### config.mk
export PLATFORM = sky130hd
export DESIGN_NAME = vfpd_queue
export DESIGN_NICKNAME = d
export VERILOG_FILES = /design/src/rtl/core/vfpd_pkg.sv /design/src/rtl/core/vfpd_queue.sv
export SDC_FILE = /design/constraint.sdc
export NUM_CORES = 1
export LEC_CHECK = 0
export ABC_AREA = 1
export BUFFER_PORTS_ARGS = -buffer_cell sky130_fd_sc_hd__buf_2
export CAP_MARGIN = 5
export CORE_UTILIZATION = 45
export CTS_BUF_LIST = sky130_fd_sc_hd__clkbuf_8
export CTS_CLUSTER_DIAMETER = 50
export CTS_CLUSTER_SIZE = 14
export DETAILED_ROUTE_END_ITERATION = 10
export PLACE_DENSITY = 0.77
export SETUP_SLACK_MARGIN = 0.4
export SYNTH_ARGS = -nofsm -noshare
export SYNTH_HDL_FRONTEND = slang
export SYNTH_SLANG_ARGS = --single-unit
export TNS_END_PERCENT = 30
### constraint.sdc
create_clock -name i_clk -period 17.58 [get_ports i_clk]
set_input_delay 0.879 -clock i_clk [delete_from_list [all_inputs] [get_ports i_clk]]
set_output_delay 0.879 -clock i_clk [all_outputs]
set_load 0.03 [all_outputs]
### src/rtl/core/vfpd_pkg.sv
// Package for the voxel first-point downsampler: constants, codes and shared types.
// No dependencies; every other file of the block imports it.
`default_nettype none

package vfpd_pkg;

    localparam int unsigned TABLE_ENTRIES_DEF = 4096;
    localparam int unsigned PROBE_LIMIT_DEF   = 8;

    localparam int unsigned COORD_W     = 32;
    localparam int unsigned INV_W       = 32;
    localparam int unsigned KEY_W       = 31;
    localparam int unsigned HASH_W      = 32;
    localparam int unsigned SLOT_W      = 20;
    localparam int unsigned EPOCH_W     = 4;
    localparam int unsigned QUEUE_DEPTH = 2;
    localparam int unsigned CFG_IDX_W   = 2;

    // 100000 m in Q16.16.
    localparam logic [32:0] OFFSET_Q16 = 33'd6553600000;

    localparam logic [HASH_W-1:0] PRIME_X = 32'd73856093;
    localparam logic [HASH_W-1:0] PRIME_Y = 32'd19349663;
    localparam logic [HASH_W-1:0] PRIME_Z = 32'd83492791;

    localparam logic [INV_W-1:0] INV_RESET = 32'd65536;

    typedef enum logic [CFG_IDX_W-1:0] {
        CFG_INV_X,
        CFG_INV_Y,
        CFG_INV_Z
    } t_cfg_idx;

    typedef enum logic [2:0] {
        F_IDLE,
        F_MUL,
        F_KEY,
        F_HASH,
        F_XOR,
        F_MOD,
        F_PUSH
    } t_front_state;

    typedef enum logic [1:0] {
        B_CLEAR,
        B_IDLE,
        B_READ,
        B_CMP
    } t_back_state;

    typedef struct packed {
        logic signed [COORD_W-1:0] x;
        logic signed [COORD_W-1:0] y;
        logic signed [COORD_W-1:0] z;
        logic                      cloud_end;
        logic [KEY_W-1:0]          kx;
        logic [KEY_W-1:0]          ky;
        logic [KEY_W-1:0]          kz;
        logic [HASH_W-1:0]         hash;
        logic [SLOT_W-1:0]         base;
    } t_job;

endpackage

`default_nettype wire

### src/rtl/core/vfpd_queue.sv
// Short job queue between the front end and the table back end.
// Depends on vfpd_pkg for the job type and depth.
`default_nettype none

module vfpd_queue import vfpd_pkg::*; (
    input  wire logic i_clk,
    input  wire logic i_rst_n,
    input  wire logic i_push,
    input  t_job      i_job,
    output logic      o_full,
    input  wire logic i_pop,
    output t_job      o_job,
    output logic      o_empty
);

    localparam int unsigned PTR_W = (QUEUE_DEPTH > 1) ? $clog2(QUEUE_DEPTH) : 1;
    localparam int unsigned CNT_W = $clog2(QUEUE_DEPTH + 1);

    t_job             r_mem [QUEUE_DEPTH];
    logic [PTR_W-1:0] r_wr;
    logic [PTR_W-1:0] r_rd;
    logic [CNT_W-1:0] r_count;

    assign o_full  = (r_count == CNT_W'(QUEUE_DEPTH));
    assign o_empty = (r_count == '0);
    assign o_job   = r_mem[r_rd];

    always_ff @(posedge i_clk) begin
        if (i_push) begin
            r_mem[r_wr] <= i_job;
        end
    end

    always_ff @(posedge i_clk) begin
        if (!i_rst_n) begin
            r_wr    <= '0;
            r_rd    <= '0;
            r_count <= '0;
        end else begin
            if (i_push) begin
                r_wr <= (r_wr == PTR_W'(QUEUE_DEPTH - 1)) ? '0 : r_wr + 1'b1;
            end
            if (i_pop) begin
                r_rd <= (r_rd == PTR_W'(QUEUE_DEPTH - 1)) ? '0 : r_rd + 1'b1;
            end
            r_count <= r_count + CNT_W'(i_push) - CNT_W'(i_pop);
        end
    end

endmodule

`default_nettype wire

# == After elaboration in Yosys (flattened, before gate mapping) ==
# Memories as Yosys holds them, arrays and structs flattened. A register that Yosys moved wholly into a read port is not among the register bits.
# Cells that the tools add are included.
# word_totals
input_bits,246
out_inout_bits,244
ram_bits,484
memories,1
reg_bits,4
# op_classes
reduce_logical,1
n_eq_ne,1
muxes,6
addsub,4
# mem_list
memory,words,word_bits,read_ports,rd_ports_with_merged_regs,wr,line,rtl
r_mem,2,242,1,1,1,vfpd_queue.sv:19,t_job r_mem [QUEUE_DEPTH];
# op_table
op,count
1-bit two-way mux,6
1-bit adder (second input constant),2
2-bit by 1-bit adder with 2-bit output,1
2-bit equality test (second input constant),1
2-bit logical NOT,1
2-bit by 1-bit subtractor with 2-bit output,1

# == Depth between registers and ports, before layout ==
# logic_depth
ltp_word,4
depth_mapped,9
mapped_depth_nobuf,9

# == Worst setup path after synthesis ==
# OpenSTA, ideal clock, no wires.
# synth_timing
path_type,input to register
startpoint,in i_push
endpoint,mem r_mem[0][0] (netlist name) (enable)
path_slack_ps,5695
n_path_buf,0
stages,2
t_arrival_ps,11029
setup_time_ps,856
cell_sequence,inv_1 > nor2_1
# synth_between
elab_chain_cells,2
# synth_rtl
item,line,rtl
"start, declared",vfpd_queue.sv:8,"input wire logic i_push,"
1-bit two-way mux,vfpd_queue.sv:29,if (i_push) begin
1-bit two-way mux (implied by the code),vfpd_queue.sv:30,r_mem[r_wr] <= i_job;
"end, declared",vfpd_queue.sv:19,
# Every way passes these cells.

==> impl_results.md <==
- Slew Limit Fails: 0
- Drt pass-1 iters: 5
- Critical path class: reg -> out
- Final Cycle Share: 25.8%
- Quantity of hold-fixing buffers added after cts: 0
- HPWL Detailed: 25500 um
- Mean Syn Cell Area: 23.4 um^2
- Final Power: 2330 uW
- Filler cells: 3060
- Via count: 9070
- CTS Buf Count: 44
- Total GRT Usage: 17.0%
- Root Buffer: clkbuf_8
- GRT overflow: 0
- Switching power: 589 uW
- Clock Path Buffers: 3
- Post-Synthesis Cells: 786
- Sw frac: 25.3%
- Vias in the first global route: 9538
- Mapped Nets: 1034
- Synth top area cells: edfxtp_1 (79%), mux2_4 (15%), mux2_2 (3.8%)
- DR vias/cell: 4.87
- Top cells by count, synth: edfxtp_1 (484), mux2_4 (180), mux2_2 (62), buf_6 (21), nor2_1 (9)
- Ports: 490
- Largest area contributor in the netlist: edfxtp_1
- Max IR drop VDD: 0.0765 mV
- Remaining antenna violation count: 0
- Most common cell in the netlist: edfxtp_1
- CP arrival: 3.66 ns
- Crit-path max FO: 60
- Clk_skew: 0.0235 ns
- Yosys cell types: 12
- Die W: 204 um
- CTS H-tree lvls: 2
- Most used DFF post-synth: edfxtp_1
- PortBufs: 489
- Die area: 0.0418 mm^2
- Clk pwr share: 26.7%
- RSZ-0062 raised after global routing: no
- Worst min path class: in -> reg
- Fin crit period: 4.54 ns
- Area grow syn2layout: 20.3%
- Sequential cell area fraction in the yosys report: 79.4%
- GP Congestion: 0.816
- Chip height: 204 um
- Setup bufs post-CTS: 0
- Outcome: complete, no violations
- Final WL: 37000 um
- Startpoint Class: flop
- TritonCTS clock tree: done
- Clock Sink Count: 489
- Number of synthesized flops with an enable pin: 484
- Setup TNS: 0 ns
- Layout cell share with drive strength beyond 1: 60.1%
- DRC viols: 0
- Critical path endpoint category: output port
- Synthesized flop and latch total: 489
- Total of max-cap violations: 0
- DR iter-0 viols: 435
- Leakage power total: 0.00868 uW
- Synthesized cell area: 0.0184 mm^2
- Seq pwr share: 58.8%
- Internal Power: 1740 uW
- Worst-Skew Late Latency: 0.60 ns
- Initial antenna violation count: 13
- Final Hold Violating Endpoints: 0
- Largest net degree at the start of global routing: 98
- # rows: 73
- Fraction of registers with async set or reset after synthesis: 0%
- Combinational share of power: 14.5%
- Worst path required time: 16.70 ns
- DR WL/cell: 19.9 um
- Yosys top cell area share: 78.9%
- Post-cts sizing count: 0
- # placed instances: 1783
- Power per Cell Area: 105 mW/mm^2
- Layout Cells excl Fill: 1862
- Max frequency: 220 MHz
- Measured slew at the worst slew-check pin: 1.09 ns
- Clk slew on worst S/H paths: 0.09 ns
- # setup viols final: 0
- Worst slew margin: 27.4%
- Starting Density: 46.0%
- Synth Warn #: 0
- Final layout net count: 1552
- First-pass GRT wire length: 53200 um
- Core Area: 0.0401 mm^2
## per-stage QoR
| stage | hold WS (ns) | setup WS [ns] | utilization [%] | instance area (um^2) |
|---|---|---|---|---|
| floorplan | 0.463 | 5.70 | - | 18400 |
| global placement | 0.477 | 13.65 | 53.3 | 21400 |
| detailed placement | 0.501 | 13.63 | 53.3 | 21400 |
| CTS | 0.375 | 12.95 | 55.2 | 22100 |
| global route | 0.396 | 12.83 | 55.3 | 22200 |
| finish | 0.454 | 13.04 | 55.3 | 22200 |
## power by group through the flow
stage,logic [uW],clock network (uW),registers (uW)
after CTS,342,646,1370
final,337,622,1370
after detailed placement,341,0,1400
after global placement,335,0,1390
after global routing,356,685,1370
after floorplan,240,0,1410
## metal layers
metal	vias up	part of all wire, %	track usage (%)
li1	4145	-	-
met1	4474	37	18.8
met2	367	52	29.6
met3	78	7.6	4.86
met4	6	3.5	9.17
met5	-	0.11	0
## final timing paths
path | startpoint | endpoint | slack (ns) | cells after the start
worst min register to register | r_rd | r_rd | 0.51 | 2
worst max register to register | r_wr | r_mem[1][115] | 15.03 | 3
worst max-delay path | flop | o_job[143] | 13.04 | 4
worst min-delay path | i_job[6] | r_mem[0][6] | 0.45 | 1
## cells by family after synthesis
| kind of cell | share of synthesized area [%] |
|---|---|
| flops | 79.4 |
| compound gates | 0.0271 |
| simple gates | 0.373 |
| buf+inv | 1.59 |
| fa+ha+maj | 0.136 |
| mux | 18.5 |
## critical path: stages (launching register included)
cell and delay [ns]:
dfxtp_4 0.75, buf_4 0.89, buf_4 0.76, mux2_4 0.37, buf_2 0.18
## state kept, by name, indices dropped and copies added (netlist names), named ones only
| register | count |
|---|---|
| r_rd | 1 |
| r_count | 2 |
| r_mem | 484 |
| r_wr | 1 |
## layout by cell type, fill, tap and decap left out
master and count:
clkbuf_8 46, ha_1 2, a21oi_1 1, buf_4 10, clkinvlp_4 2, diode_2 10
clkinv_4 1, nand3_1 1, inv_8 2, inv_6 1, nor2_4 1, dfxtp_4 1
buf_2 489, clkinv_1 4, clkinv_2 1, mux2_2 62, edfxtp_1 484, nor2_1 8
nand2_1 8, mux2_4 180, inv_1 17, clkinv_8 1, dfxtp_1 4, bufinv_16 1
## final cells by class
class / instances / area [um^2] / share of cell area [%]
Clock inverter: 23 / 151 / 0.683
Sequential cell: 489 / 14600 / 66.0
Timing Repair Buffer: 499 / 2520 / 11.4
Tap cell: 525 / 657 / 2.96
Inverter: 7 / 33.8 / 0.152
Multi-Input combinational cell: 263 / 3510 / 15.8
Antenna cell: 10 / 25.0 / 0.113
Clock buffer: 46 / 633 / 2.86
No activity file was read; power rests on OpenSTA's default activity.
